**config.mk**
```make
export PLATFORM = sky130hd
export DESIGN_NAME = utf8_stream_validator_top
export DESIGN_NICKNAME = d
export VERILOG_FILES = /design/src/hdl/u8v_pkg.sv /design/src/hdl/u8v_in_stage.sv /design/src/hdl/u8v_check.sv /design/src/hdl/utf8_stream_validator_top.sv
export SDC_FILE = /design/constraint.sdc
export NUM_CORES = 1
export LEC_CHECK = 0
export ABC_AREA = 1
export BUFFER_PORTS_ARGS = -buffer_cell sky130_fd_sc_hd__buf_2
export CORE_UTILIZATION = 55
export CTS_CLUSTER_SIZE = 30
export DETAILED_ROUTE_END_ITERATION = 10
export PLACE_DENSITY = 0.72
export SYNTH_ARGS = -nofsm -noshare
export SYNTH_HDL_FRONTEND = slang
export SYNTH_SLANG_ARGS = --single-unit
```
**constraint.sdc**
```tcl
create_clock -name clock -period 3.02 [get_ports clock]
set_input_delay 0.906 -clock clock [delete_from_list [all_inputs] [get_ports clock]]
set_output_delay 0.906 -clock clock [all_outputs]
set_load 0.1 [all_outputs]
```
**src/hdl/u8v_pkg.sv**
```systemverilog
// shared types and constants for the utf-8 stream validator
`default_nettype none

package u8v_pkg;

   // input word: one byte of the string plus end-of-string mark
   typedef struct packed {
      logic [7:0] data_byte;
      logic       last_byte;
   } req_type;

   // result word: one verdict per string
   typedef struct packed {
      logic        found_invalid;
      logic [31:0] error_offset;
   } rsp_type;

   // range rule for the second byte of a multi-byte sequence
   localparam logic [1:0] RULE_NONE   = 2'd0;  // any continuation byte
   localparam logic [1:0] RULE_MIN_A0 = 2'd1;  // e0 lead, second >= a0
   localparam logic [1:0] RULE_MIN_90 = 2'd2;  // f0 lead, second >= 90
   localparam logic [1:0] RULE_MAX_8F = 2'd3;  // f4 lead, second <= 8f

   localparam logic CSR_STRICT_RESET = 1'b1;

endpackage

`default_nettype wire

```
**src/hdl/u8v_in_stage.sv**
```systemverilog
// input register holding one accepted byte word until the checker takes it
`default_nettype none

module u8v_in_stage (
   input  wire logic             clock,
   input  wire logic             reset,
   input  wire logic             req_valid,
   output logic                  req_stall,
   input  wire u8v_pkg::req_type req_data,
   input  wire logic             item_take,
   output logic                  item_valid,
   output u8v_pkg::req_type      item_data
);
   import u8v_pkg::*;

   logic    valid_ff;
   logic    valid_in;
   req_type data_ff;
   logic    accept;

   // hold off the sender only while a word sits here that cannot move on
   assign req_stall = valid_ff && !item_take;
   assign accept    = req_valid && !req_stall;

   // occupancy of the register
   always_comb begin
      valid_in = valid_ff;
      if (accept) begin
         valid_in = 1'b1;
      end else if (item_take) begin
         valid_in = 1'b0;
      end
   end

   always_ff @(posedge clock) begin
      if (reset) begin
         valid_ff <= 1'b0;
      end else begin
         valid_ff <= valid_in;
      end
   end

   // payload register, no reset needed
   always_ff @(posedge clock) begin
      if (accept) begin
         data_ff <= req_data;
      end
   end

   assign item_valid = valid_ff;
   assign item_data  = data_ff;

endmodule

`default_nettype wire

```
**src/hdl/u8v_check.sv**
```systemverilog
// sequence tracking, error latch and result register of the utf-8 validator
`default_nettype none

module u8v_check #(
   parameter int OFFSET_BITS = 32
) (
   input  wire logic             clock,
   input  wire logic             reset,
   input  wire logic             csr_valid,
   input  wire logic             csr_data,
   input  wire logic             item_valid,
   input  wire u8v_pkg::req_type item_data,
   output logic                  item_take,
   output logic                  rsp_valid,
   input  wire logic             rsp_stall,
   output u8v_pkg::rsp_type      rsp_data
);
   import u8v_pkg::*;

   localparam logic [OFFSET_BITS-1:0] OFFSET_MAX = {OFFSET_BITS{1'b1}};

   logic                   strict_ff;
   logic [OFFSET_BITS-1:0] offset_ff,  offset_in;
   logic [OFFSET_BITS-1:0] start_ff,   start_in;
   logic [1:0]             remain_ff,  remain_in;
   logic [1:0]             rule_ff,    rule_in;
   logic                   second_ff,  second_in;
   logic                   err_ff,     err_in;
   logic [OFFSET_BITS-1:0] errpos_ff,  errpos_in;
   logic                   rsp_valid_ff, rsp_valid_in;
   rsp_type                rsp_data_ff,  rsp_data_in;

   logic [7:0] b;
   logic       out_free;
   logic       cont_ok;
   logic       second_ok;

   assign b = item_data.data_byte;

   // mode register; the user must write it only while the block is idle, the block itself does not enforce this
   always_ff @(posedge clock) begin
      if (reset) begin
         strict_ff <= CSR_STRICT_RESET;
      end else if (csr_valid) begin
         strict_ff <= csr_data;
      end
   end

   // a non-final word never needs the result slot
   assign out_free  = !rsp_valid_ff || !rsp_stall;
   assign item_take = item_valid && (!item_data.last_byte || out_free);

   // second-byte range check
   always_comb begin
      case (rule_ff)
         RULE_MIN_A0: second_ok = (b >= 8'hA0);
         RULE_MIN_90: second_ok = (b >= 8'h90);
         RULE_MAX_8F: second_ok = (b <= 8'h8F);
         default:     second_ok = 1'b1;
      endcase
   end

   assign cont_ok = (b[7:6] == 2'b10) && (!second_ff || second_ok);

   // next state for the word in the input register
   always_comb begin
      offset_in = offset_ff;
      start_in  = start_ff;
      remain_in = remain_ff;
      rule_in   = rule_ff;
      second_in = second_ff;
      err_in    = err_ff;
      errpos_in = errpos_ff;

      if (!err_ff) begin
         if (remain_ff != 2'd0) begin
            // continuation byte expected
            if (!cont_ok) begin
               err_in    = 1'b1;
               errpos_in = start_ff;
               remain_in = 2'd0;
            end else begin
               remain_in = remain_ff - 2'd1;
            end
            second_in = 1'b0;
            rule_in   = RULE_NONE;
         end else begin
            // lead byte
            start_in  = offset_ff;
            remain_in = 2'd0;
            rule_in   = RULE_NONE;
            second_in = 1'b0;
            if (b inside {[8'h80:8'hBF]}) begin
               if (strict_ff) begin
                  err_in    = 1'b1;
                  errpos_in = offset_ff;
               end
            end else if (b inside {[8'hC0:8'hC1], [8'hF5:8'hF7]}) begin
               err_in    = 1'b1;
               errpos_in = offset_ff;
            end else if (b inside {[8'hC2:8'hDF]}) begin
               remain_in = 2'd1;
               second_in = 1'b1;
            end else if (b inside {[8'hE0:8'hEF]}) begin
               remain_in = 2'd2;
               second_in = 1'b1;
               if (b == 8'hE0) begin
                  rule_in = RULE_MIN_A0;
               end
            end else if (b inside {[8'hF0:8'hF4]}) begin
               remain_in = 2'd3;
               second_in = 1'b1;
               if (b == 8'hF0) begin
                  rule_in = RULE_MIN_90;
               end else if (b == 8'hF4) begin
                  rule_in = RULE_MAX_8F;
               end
            end else if (b inside {[8'hF8:8'hFF]}) begin
               if (strict_ff) begin
                  err_in    = 1'b1;
                  errpos_in = offset_ff;
               end
            end
         end
      end

      // truncated sequence at end of string
      if (item_data.last_byte && !err_in && remain_in != 2'd0) begin
         err_in    = 1'b1;
         errpos_in = start_in;
      end

      // verdict from the updated latch
      rsp_data_in.found_invalid = err_in;
      rsp_data_in.error_offset  = err_in ? 32'(errpos_in) : 32'd0;

      if (item_data.last_byte) begin
         // string done, back to the start state
         offset_in = '0;
         start_in  = '0;
         remain_in = 2'd0;
         rule_in   = RULE_NONE;
         second_in = 1'b0;
         err_in    = 1'b0;
         errpos_in = '0;
      end else if (offset_ff != OFFSET_MAX) begin
         offset_in = offset_ff + 1'b1;
      end
   end

   // result slot occupancy
   always_comb begin
      rsp_valid_in = rsp_valid_ff;
      if (item_take && item_data.last_byte) begin
         rsp_valid_in = 1'b1;
      end else if (!rsp_stall) begin
         rsp_valid_in = 1'b0;
      end
   end

   // string state registers
   always_ff @(posedge clock) begin
      if (reset) begin
         offset_ff    <= '0;
         start_ff     <= '0;
         remain_ff    <= 2'd0;
         rule_ff      <= RULE_NONE;
         second_ff    <= 1'b0;
         err_ff       <= 1'b0;
         errpos_ff    <= '0;
         rsp_valid_ff <= 1'b0;
      end else begin
         if (item_take) begin
            offset_ff <= offset_in;
            start_ff  <= start_in;
            remain_ff <= remain_in;
            rule_ff   <= rule_in;
            second_ff <= second_in;
            err_ff    <= err_in;
            errpos_ff <= errpos_in;
         end
         rsp_valid_ff <= rsp_valid_in;
      end
   end

   // result payload
   always_ff @(posedge clock) begin
      if (item_take && item_data.last_byte) begin
         rsp_data_ff <= rsp_data_in;
      end
   end

   assign rsp_valid = rsp_valid_ff;
   assign rsp_data  = rsp_data_ff;

   // a new verdict only follows a final word
   a_rsp_from_last: assert property (@(posedge clock) disable iff (reset)
      $rose(rsp_valid_ff) |-> $past(item_take && item_data.last_byte))
      else $error("verdict without a final word");

   // a valid string reports offset zero
   a_valid_zero_offset: assert property (@(posedge clock) disable iff (reset)
      rsp_valid_ff && !rsp_data_ff.found_invalid |-> rsp_data_ff.error_offset == 32'd0)
      else $error("nonzero offset on a valid string");

   // end of string returns the counter to zero
   a_offset_cleared: assert property (@(posedge clock) disable iff (reset)
      item_take && item_data.last_byte |=> offset_ff == '0 && !err_ff)
      else $error("string state not cleared");

   // no open sequence once an error is latched
   a_no_open_after_err: assert property (@(posedge clock) disable iff (reset)
      err_ff |-> remain_ff == 2'd0 && !second_ff)
      else $error("open sequence with latched error");

endmodule

`default_nettype wire

```
**src/hdl/utf8_stream_validator_top.sv**
```systemverilog
// top level of the utf-8 stream validator
// a final word's verdict is registered on rsp_valid when the checker takes the word
// throughput: one word per cycle, the string state updates in a single registered step,
// but a final word waits in the input register, only while the result register is stalled
// reset (synchronous, active high) clears all string state and sets strict mode
`default_nettype none

module utf8_stream_validator_top #(
   parameter int OFFSET_BITS = 32
) (
   input  wire logic             clock,
   input  wire logic             reset,
   input  wire logic             req_valid,
   output logic                  req_stall,
   input  wire u8v_pkg::req_type req_data,
   output logic                  rsp_valid,
   input  wire logic             rsp_stall,
   output u8v_pkg::rsp_type      rsp_data,
   input  wire logic             csr_valid,
   output logic                  csr_ready,
   input  wire logic             csr_data
);
   import u8v_pkg::*;

   logic    item_valid;
   logic    item_take;
   req_type item_data;

   // mode register always accepts
   assign csr_ready = 1'b1;

   // input register
   u8v_in_stage u_in (
      .clock      (clock),
      .reset      (reset),
      .req_valid  (req_valid),
      .req_stall  (req_stall),
      .req_data   (req_data),
      .item_take  (item_take),
      .item_valid (item_valid),
      .item_data  (item_data)
   );

   // checker and result register
   u8v_check #(
      .OFFSET_BITS (OFFSET_BITS)
   ) u_check (
      .clock      (clock),
      .reset      (reset),
      .csr_valid  (csr_valid && csr_ready),
      .csr_data   (csr_data),
      .item_valid (item_valid),
      .item_data  (item_data),
      .item_take  (item_take),
      .rsp_valid  (rsp_valid),
      .rsp_stall  (rsp_stall),
      .rsp_data   (rsp_data)
   );

endmodule

`default_nettype wire

```
==> results.toml, run 1 <==
[place]
dp_slack_ns = 0.371
io_buffers = 49
dp_cells = 1680
gp_congestion = 0.962
place_area_mm2 = 0.00974
place_hpwl_mm = 20.0

[worst_setup_path]
critPathArrivalTime_ns = 1.82
end_kind = "output pin"
reg2reg_slack_ns = 0.35
r2r_cells = 9
cp_data_required_time_ns = 2.11
max_stage_delay_ns = 0.69
cp.depth = 3
critPathMaxFanout = 16
reg2reg_from = "u_check.remain_ff[0]"
r2r-end = "u_check.rsp_data[1]"
crit_slowest_cell = "edfxtp_1"
path_buf_inv = 2
path_cells = "nand3_1, inv_1, buf_2"
critPathKind = "flop to output pin"
critPathTopFamily = "flip-flops"
critPathLaunchType = "flop"

[clocking]
htreeDepth = 4
cts-buffers-inserted = 17
root_buffer = "clkbuf_16"
ctsResizeCount = 0
ctsLongestPathBuffers = 2
hold_buffers = 0
cts_sinks = 147
clock_latency_ns = 0.43
path_clk_slew_ns = 0.06
cts_tree = "done"
post_cts_buffers = 0

[routing]
wl_per_cell_um = 17.0
routed_via_density = 5.81
dr.pass1.iters = 8
final_antenna_net_count = 0
vias = 9942
drc = 0
drt-initial-drc-count = 1082
routed_wl_mm = 29.1

[synth]
ys_seq_area_share_pct = 36.0
synth-xor-area-share_pct = 1.78
synth_area_mm2 = 0.00933
syn_nets = 1476
avgSynthCellArea_um2 = 6.40
synth_top_family_by_area = "simple AND/OR/NAND/NOR gates"
synthCells = 1459
yosys.cell_count.top_type = "nand2_1"
synth_top_area_share_pct = 22.5
synth-seq-cells = 147
ys_types = 42
synth_common_cells = "nand2_1, nor2_1, inv_1"
synth.top_cells.by_area = "dfxtp_1, nand2_1, edfxtp_1"
synth_warnings = 0
yosys.area_share.simple_pct = 36.3
synth_mux_area_share_pct = 0
synth_edf_count = 42
yosys.area.top_type = "dfxtp_1"
async_flop_share_pct = 0
synth_compound_gate_area_share_pct = 14.5
synth_fa_ha_area_share_pct = 0.268
synth_ff_type = "dfxtp_1"

[floorplan]
die_w_um = 132
core_area_mm2 = 0.0166
row_count = 47
dieArea_mm2 = 0.0175
ios = 51
start_util_pct = 56.3
die_y_um = 132

[global_routing]
gr-total-overflow = 0
grt.total_usage_pct = 34.2
grt_pass1_vias = 9174
grt_max_degree = 94
antenna_found_initial = 0
grt_pass1_wl_mm = 47.2

[final_layout]
stdcell_area_mm2 = 0.0103
n_antenna_cell = 0
drive_gt1_share_pct = 9.99
fin_util_pct = 62.1
final_nets = 1496
area_growth_pct = 10.3
stdcell_count = 1712
fillers = 1607

[flow_run]
drv_cap = 0

[timing]
fin_setup_tns_ns = 0
period_needed_ns = 2.73
rsz0062_at_grt = "no"
max_clock_freq_mhz = 367
maxSlewHeadroom_pct = 45.6
clock_skew_ns = 0.00953
worstMarginPinSlew_ns = 0.813
worst_slack_ns = 0.292
setup_viol = 0
period_share_pct = 90.3
finalHoldViolCount = 0
drv_slew = 0

[power_and_ir_drop]
powerDensity_mw_per_mm2 = 497
leakage_nw = 4.18
ir_drop_mv = 0.338

[hold_path]
hold_end = "u_check.errpos_ff[5]"
hold_depth = 2
hold_path.class = "flop to flop"
hp-start = "u_check.errpos_ff[5]"

[outcome]
status = "complete, no violations"
metrics by stage:
step / total power, mW / hold slack (ns)
2_1_floorplan: 2.91 / 0.445
3_3_place_gp: 3.13 / 0.453
3_5_place_dp: 3.14 / 0.457
4_1_cts: 5.13 / 0.467
5_1_grt: 5.33 / 0.492
6_report: 5.12 / 0.466
layout by cell type (no fill, tap or decap), drive strengths merged, types with 32 or more instances in the layout:
cell type  count
buf           90
nor3          37
nor2         160
o22ai         32
inv          159
a21oi         84
dfxtp        105
o21ai         94
edfxtp        42
nand2        435
nand3        128
how the worst max path moves through the flow:
stage	from	to	slack, ns
2_1_floorplan	u_check.rsp_valid	req_stall	0.28
3_3_place_gp	rsp_stall	req_stall	0.43
3_5_place_dp	u_check.remain_ff[0]	u_check.rsp_data[4]	0.37
4_1_cts	u_in.item_data[0]	req_stall	0.26
5_1_grt	u_check.remain_ff[0]	u_check.rsp_data[19]	0.1
6_report	u_in.item_data[0]	req_stall	0.29
registers in the layout (all words and copies together), names as in the netlist:
signal,count
u_check.err_ff,1
u_check.errpos_ff,32
u_check.offset_ff,32
u_check.remain_ff,2
u_check.rsp_data,33
u_check.rsp_valid,1
u_check.rule_ff,2
u_check.second_ff,1
u_check.start_ff,32
u_check.strict_ff,1
u_in.item_data,9
u_in.item_valid,1
metal layers:
layer / up-vias / part of all wire [%] / track usage, % / wire (um)
met5: - / 0 / 0 / 0
met4: 0 / 3.7 / 15.5 / 1090
met3: 100 / 7.9 / 6.84 / 2300
met2: 480 / 46 / 54.9 / 13300
met1: 4552 / 43 / 44.5 / 12400
li1: 4810 / - / - / -
worst min-delay path: stages (launching register included):
cell and delay [ns]:
dfxtp_1 0.31, nand2_1 0.06, a21oi_1 0.05
report_power, final:
part           switching [mW]  internal, mW
clock network           0.894          1.11
logic                   0.735         0.250
registers              0.0348          2.10
cell families (layout without fill, tap and decap cells):
| kind of cell | Yosys count | count (layout) |
|---|---|---|
| compound gates | 244 | 244 |
| xor+xnor | 19 | 19 |
| fa+ha+maj | 2 | 2 |
| buf+inv | 246 | 279 |
| other cells | 1 | 1 |
| simple gates | 800 | 800 |
| flops | 147 | 147 |
area by class of cell:
cell class                      instances  area, um2  area share [%]
Sequential cell                       147       3360            32.7
Clock inverter                         12       93.8           0.912
Clock buffer                           20        457            4.44
Tap cell                              220        275            2.67
Multi-Input combinational cell       1066       4950            48.1
Timing Repair Buffer                   90        566            5.49
Inverter                              157        591            5.74
Power figures use the tool's default switching activity.
==> run 2, diff against run 1 <==
Settings changed: ABC_AREA 1 to unset, PLACE_DENSITY 0.72 to 0.73.
==> run 2 against run 1 <==
Register-to-register slack improved by 0.06 ns. First-iteration DRC count decreased by 46%. Largest power group unchanged. Clock power increased by 3%. Combinational power decreased by 54%. Highest routed layer unchanged. Setup slack improved by 0.096 ns.
==> results.toml, run 2 <==
[floorplan]
die_w_um = 114
ios = 51
start_util_pct = 57.0
dieArea_mm2 = 0.0131
die_y_um = 114
row_count = 40
core_area_mm2 = 0.0122

[timing]
fin_setup_tns_ns = 0
clock_skew_ns = 0.00983
worstMarginPinSlew_ns = 0.748
period_needed_ns = 2.63
finalHoldViolCount = 0
rsz0062_at_grt = "no"
drv_slew = 0
setup_viol = 0
max_clock_freq_mhz = 380
maxSlewHeadroom_pct = 49.8
period_share_pct = 87.1

[final_layout]
drive_gt1_share_pct = 17.6
largest_reg_flops = 33
fin_util_pct = 65.3
final_nets = 783
n_antenna_cell = 0
stdcell_area_mm2 = 0.00795
stdcell_count = 947
final_common_cell = "dfxtp_1"
area_growth_pct = 14.5
layout_common_cells = "dfxtp_1, nor2_1, nand2_1"

[place]
place_area_mm2 = 0.00737
gp_congestion = 0.953
place_hpwl_mm = 11.7
io_buffers = 49
dp_cells = 915

[synth]
synth_common_cells = "dfxtp_1, nor2_1, nand2_1"
syn_nets = 747
synth_top_area_share_pct = 30.3
avgSynthCellArea_um2 = 9.50
ys_seq_area_share_pct = 48.5
synth.top_cells.by_area = "dfxtp_1, edfxtp_1, mux2i_1"
synthCells = 730
synth_warnings = 0
yosys.area.top_type = "dfxtp_1"
async_flop_share_pct = 0
synth_edf_count = 42
synth-seq-cells = 147
yosys.cell_count.top_type = "dfxtp_1"
synth_area_mm2 = 0.00694
ys_types = 61
synth_ff_type = "dfxtp_1"

[clocking]
root_buffer = "clkbuf_16"
cts_tree = "done"
ctsResizeCount = 0
ctsLongestPathBuffers = 2
htreeDepth = 4
path_clk_slew_ns = 0.06
post_cts_buffers = 0
hold_buffers = 0
cts_sinks = 147
cts-buffers-inserted = 17
clock_latency_ns = 0.43

[flow_run]
drv_cap = 0

[routing]
drc = 0
routed_wl_mm = 18.6
final_antenna_net_count = 0
wl_per_cell_um = 19.7
drt-initial-drc-count = 579
vias = 6025
routed_via_density = 6.36
dr.pass1.iters = 7

[power_and_ir_drop]
leakage_nw = 2.77
ir_drop_mv = 0.473
finalPower_mw = 4.59
powerDensity_mw_per_mm2 = 578

[worst_setup_path]
critPathKind = "flop to output pin"
critPathMaxFanout = 11
end_kind = "output pin"
r2r_cells = 6
critPathArrivalTime_ns = 1.73
cp_data_required_time_ns = 2.11
critPathLaunchType = "flop"

[global_routing]
grt_pass1_wl_mm = 29.8
antenna_found_initial = 0
grt.total_usage_pct = 30.0
grt_max_degree = 35
grt_pass1_vias = 5735
gr-total-overflow = 0

[hold_path]
hold_path.class = "flop to flop"
hold_depth = 2

[outcome]
status = "complete, no violations"
run 2: changes by cell type after synthesis, sizes merged, moves of 18 or more:
cell    change
nand3     -100
a22oi      +33
inv       -142
buf        -21
nand2b     +18
nand4      -19
nor3       -27
a21oi      -74
nor2       -83
nand2     -371
mux2i      +43
o21ai      -48
run 2: area by class of cell:
type	count	area (um2)
clock buffers	24	504
multi-input cells	512	3290
clock inverters	8	72.6
inverters	11	41.3
repair buffers	77	468
well taps	168	210
fillers	984	4220
flip-flops and latches	147	3360
run 2: per-stage QoR:
stage	hold slack [ns]	worst slack, ns
after floorplan	0.424	0.0682
after global placement	0.435	0.462
after detailed placement	0.448	0.453
final	0.460	0.388
after global routing	0.478	0.277
after CTS	0.458	0.376
run 2: logic make-up (layout without fill, tap and decap cells):
logic type                 Yosys count  in the layout  synth area share (%)
and+or+nand+nor                    247            247                  17.4
AOI/OAI and AO/OA                  191            191                  19.5
DFF                                147            147                  48.5
buffers and inverters               71            120                  4.44
muxes                               43             43                  6.20
xor gates and xnor gates            28             28                  3.53
adders and majority gates            2              2                 0.361
other                                1              1                0.0541
run 2: path summary, 6_finish.rpt:
check	to	from	slack, ns
setup / recovery	req_stall	u_in.item_data[0]	0.39
hold / removal	u_check.errpos_ff[15]	u_check.errpos_ff[15]	0.46
setup reg to reg	u_check.rsp_data[4]	u_in.item_data[6]	0.41
hold reg to reg	u_check.errpos_ff[15]	u_check.errpos_ff[15]	0.46
run 2: routing by layer:
metal	part of all wire (%)	up-vias	track usage, %
li1	-	2795	-
met1	41	2881	37.6
met2	48	297	49.0
met3	7.8	52	6.46
met4	3.0	0	15.0
met5	0	-	0
run 2: critical path: stages (launching register included):
cell	delay, ns
edfxtp_1	0.59
nand2_1	0.15
nor2_2	0.13
buf_2	0.44
run 2: report_power, final:
group	internal, mW	switching (mW)
logic	0.122	0.329
registers	2.06	0.0272
clock network	1.25	0.801
total	3.44	1.16
==> run 3, diff against run 2 <==
Settings changed: SYNTH_HIERARCHICAL set to 1.
==> run 3 against run 2 <==
Maximum frequency is 4.0% lower. Sequential power hardly changed. Sequential cell count stayed put. Count of clock-buffer cells in the layout is 5 lower. Critical endpoint unchanged. Final cell count is 9.6% higher. Worst hold slack worse by 0.0054 ns. Critical path depth is 2 higher. Global-route usage is 0.86 points lower. Largest power group unchanged. Sequential share of layout area is 2.8 points lower. Final area is 7.2% higher. Combinational power is 24% higher.
==> results.toml, run 3 <==
[outcome]
status = "complete, no violations"

[synth]
yosys.area_share.simple_pct = 20.5
synth-xor-area-share_pct = 0.352
synth_fa_ha_area_share_pct = 0.335
synth_mux_area_share_pct = 4.02
ys_seq_area_share_pct = 45.0
synth_top_family_by_area = "compound AO/OA/AOI/OAI gates"
synthCells = 808
ys_types = 65
avgSynthCellArea_um2 = 9.25
synth-seq-cells = 147
async_flop_share_pct = 0
synth_common_cells = "dfxtp_1, nor2_1, nand2_1"
synth.top_cells.by_area = "dfxtp_1, edfxtp_1, mux2i_1"
synth_edf_count = 42
yosys.area.top_type = "dfxtp_1"
synth_area_mm2 = 0.00747
synth_top_area_share_pct = 28.1
synth_compound_gate_area_share_pct = 25.3
syn_nets = 825
yosys.cell_count.top_type = "dfxtp_1"
synth_warnings = 6
synth_ff_type = "dfxtp_1"

[power_and_ir_drop]
powerDensity_mw_per_mm2 = 548
power_frac_seq_pct = 45.0
ir_drop_mv = 0.369
switching_share_pct = 27.4
power_switching_mw = 1.28
p_comb_share_pct = 12.0
finalPower_mw = 4.67
clock_power_share_pct = 43.0
internal-power_mw = 3.39
leakage_nw = 2.94

[routing]
drc = 0
dr.pass1.iters = 5
drt-initial-drc-count = 740
final_antenna_net_count = 0
routed_via_density = 6.62
vias = 6875
routed_wl_mm = 19.8
wl_per_cell_um = 19.1

[final_layout]
drive_gt1_share_pct = 16.9
multiInputGateArea_mm2 = 0.00379
regArea_mm2 = 0.00336
fillers = 1124
layout_common_cells = "dfxtp_1, nor2_1, nand2_1"
n_antenna_cell = 0
largest_reg_flops = 33
final_nets = 866
final_common_cell = "dfxtp_1"
area_growth_pct = 14.0
stdcell_area_mm2 = 0.00852

[clocking]
cts_sinks = 147
cts_tree = "done"
post_cts_buffers = 0
path_clk_slew_ns = 0.06
root_buffer = "clkbuf_16"
clock_latency_ns = 0.42
ctsLongestPathBuffers = 2
ctsResizeCount = 0
cts-buffers-inserted = 17
htreeDepth = 4
hold_buffers = 0

[floorplan]
core_area_mm2 = 0.0132
die_w_um = 119
row_count = 42
ios = 51
dieArea_mm2 = 0.0141
die_y_um = 119
start_util_pct = 56.4

[place]
gp_congestion = 0.898
io_buffers = 49
place_hpwl_mm = 13.4
place_area_mm2 = 0.00796

[global_routing]
grt_max_degree = 34
antenna_found_initial = 0
gr-total-overflow = 0
grt.total_usage_pct = 29.1
grt_pass1_vias = 6554
grt_pass1_wl_mm = 32.7

[timing]
worstMarginPinSlew_ns = 0.893
fin_setup_tns_ns = 0
finalHoldViolCount = 0
setup_viol = 0
rsz0062_at_grt = "no"
max_clock_freq_mhz = 365
period_needed_ns = 2.74
period_share_pct = 90.8
clock_skew_ns = 0.00756
drv_slew = 0
maxSlewHeadroom_pct = 40.5

[hold_path]
hold_path.class = "flop to flop"
hold_end = "u_check/errpos_ff[27]"
hp-start = "u_check/errpos_ff[27]"
hold_depth = 2

[worst_setup_path]
critPathLaunchType = "input pin"
max_stage_delay_ns = 0.28
path_buf_inv = 2
crit_slowest_cell = "and2_1"
critPathTopFamily = "simple AND/OR/NAND/NOR gates"
end_kind = "output pin"
critPathArrivalTime_ns = 1.84
r2r-end = "u_check/rsp_data[18]"
critPathMaxFanout = 6
reg2reg_from = "u_in/item_data[6]"
critPathKind = "input pin to output pin"
reg2reg_slack_ns = 0.29
path_cells = "buf_2, nand3_1, and2_1, nor2b_4, buf_12"
r2r_cells = 5
cp_data_required_time_ns = 2.11

[flow_run]
drv_cap = 0
-- run 3: changes by cell type in the layout (fill, tap and decap cells not counted), sizes merged, moves of 13 or more --
| cell | before | now |
|---|---|---|
| o21ai | 46 | 28 |
| or4 | 2 | 18 |
| a21oi | 10 | 35 |
| o31ai | 1 | 27 |
| o221ai | 15 | 0 |
| xor2 | 18 | 0 |
| mux2i | 43 | 30 |
| o32ai | 1 | 27 |
| nor3 | 10 | 31 |
| o22ai | 41 | 28 |
-- run 3: how the worst max path moves through the flow --
stage	start	endpoint	slack, ns	cells past startpoint
after floorplan	rsp_stall	req_stall	0.13	4
after global placement	rsp_stall	req_stall	0.34	5
after detailed placement	rsp_stall	req_stall	0.28	5
after CTS	rsp_stall	req_stall	0.27	5
after global routing	u_in/item_data[2]	u_check/rsp_data[18]	0.18	5
final	rsp_stall	req_stall	0.28	5
-- run 3: layer usage --
| metal | vias to the layer above | GRT usage (%) | wire length, um |
|---|---|---|---|
| met3 | 37 | 5.98 | 1480 |
| met2 | 313 | 47.5 | 9430 |
| met1 | 3297 | 38.3 | 8550 |
| met4 | 0 | 10.0 | 382 |
| met5 | - | 0 | 0 |
| li1 | 3228 | - | - |
-- run 3: power by group through the flow --
stage          sequential, mW  combinational [mW]  clock [mW]
5_1_grt                  2.10               0.595        2.12
3_3_place_gp             2.14               0.540           0
2_1_floorplan            2.26               0.301           0
6_report                 2.10               0.561        2.01
4_1_cts                  2.10               0.556        2.03
3_5_place_dp             2.14               0.553           0
-- run 3: stage by stage --
stage / std cells / hold WS (ns) / setup WS [ns] / utilization (%)
3_5_place_dp: 1006 / 0.441 / 0.278 / 60.1
5_1_grt: 1038 / 0.488 / 0.178 / 64.3
6_report: 1038 / 0.455 / 0.277 / 64.3
3_3_place_gp: 1006 / 0.435 / 0.342 / 60.1
4_1_cts: 1038 / 0.457 / 0.275 / 64.3
2_1_floorplan: 808 / 0.427 / 0.126 / -
-- run 3: kinds of logic after synthesis --
group / Yosys count
other cells: 1
buf+inv: 73
compound gates: 252
simple gates: 300
xor+xnor: 3
flops: 147
mux: 30
fa+ha+maj: 2
-- run 3: worst reg2reg max path, delay by kind of cell, from the launching register on --
| family | cells | cell delay (ns) |
|---|---|---|
| AND/OR/NAND/NOR | 1 | 0.51 |
| flip-flops | 1 | 0.53 |
| AO/OA/AOI/OAI | 4 | 1.43 |
-- run 3: final cells by class --
cell class	instances	share of cell area, %
multi-input combinational	588	44.6
clock buffer	19	5.33
timing repair buffer	87	6.41
inverter	8	0.353
clock inverter	13	1.26
tap	176	2.59
sequential	147	39.5
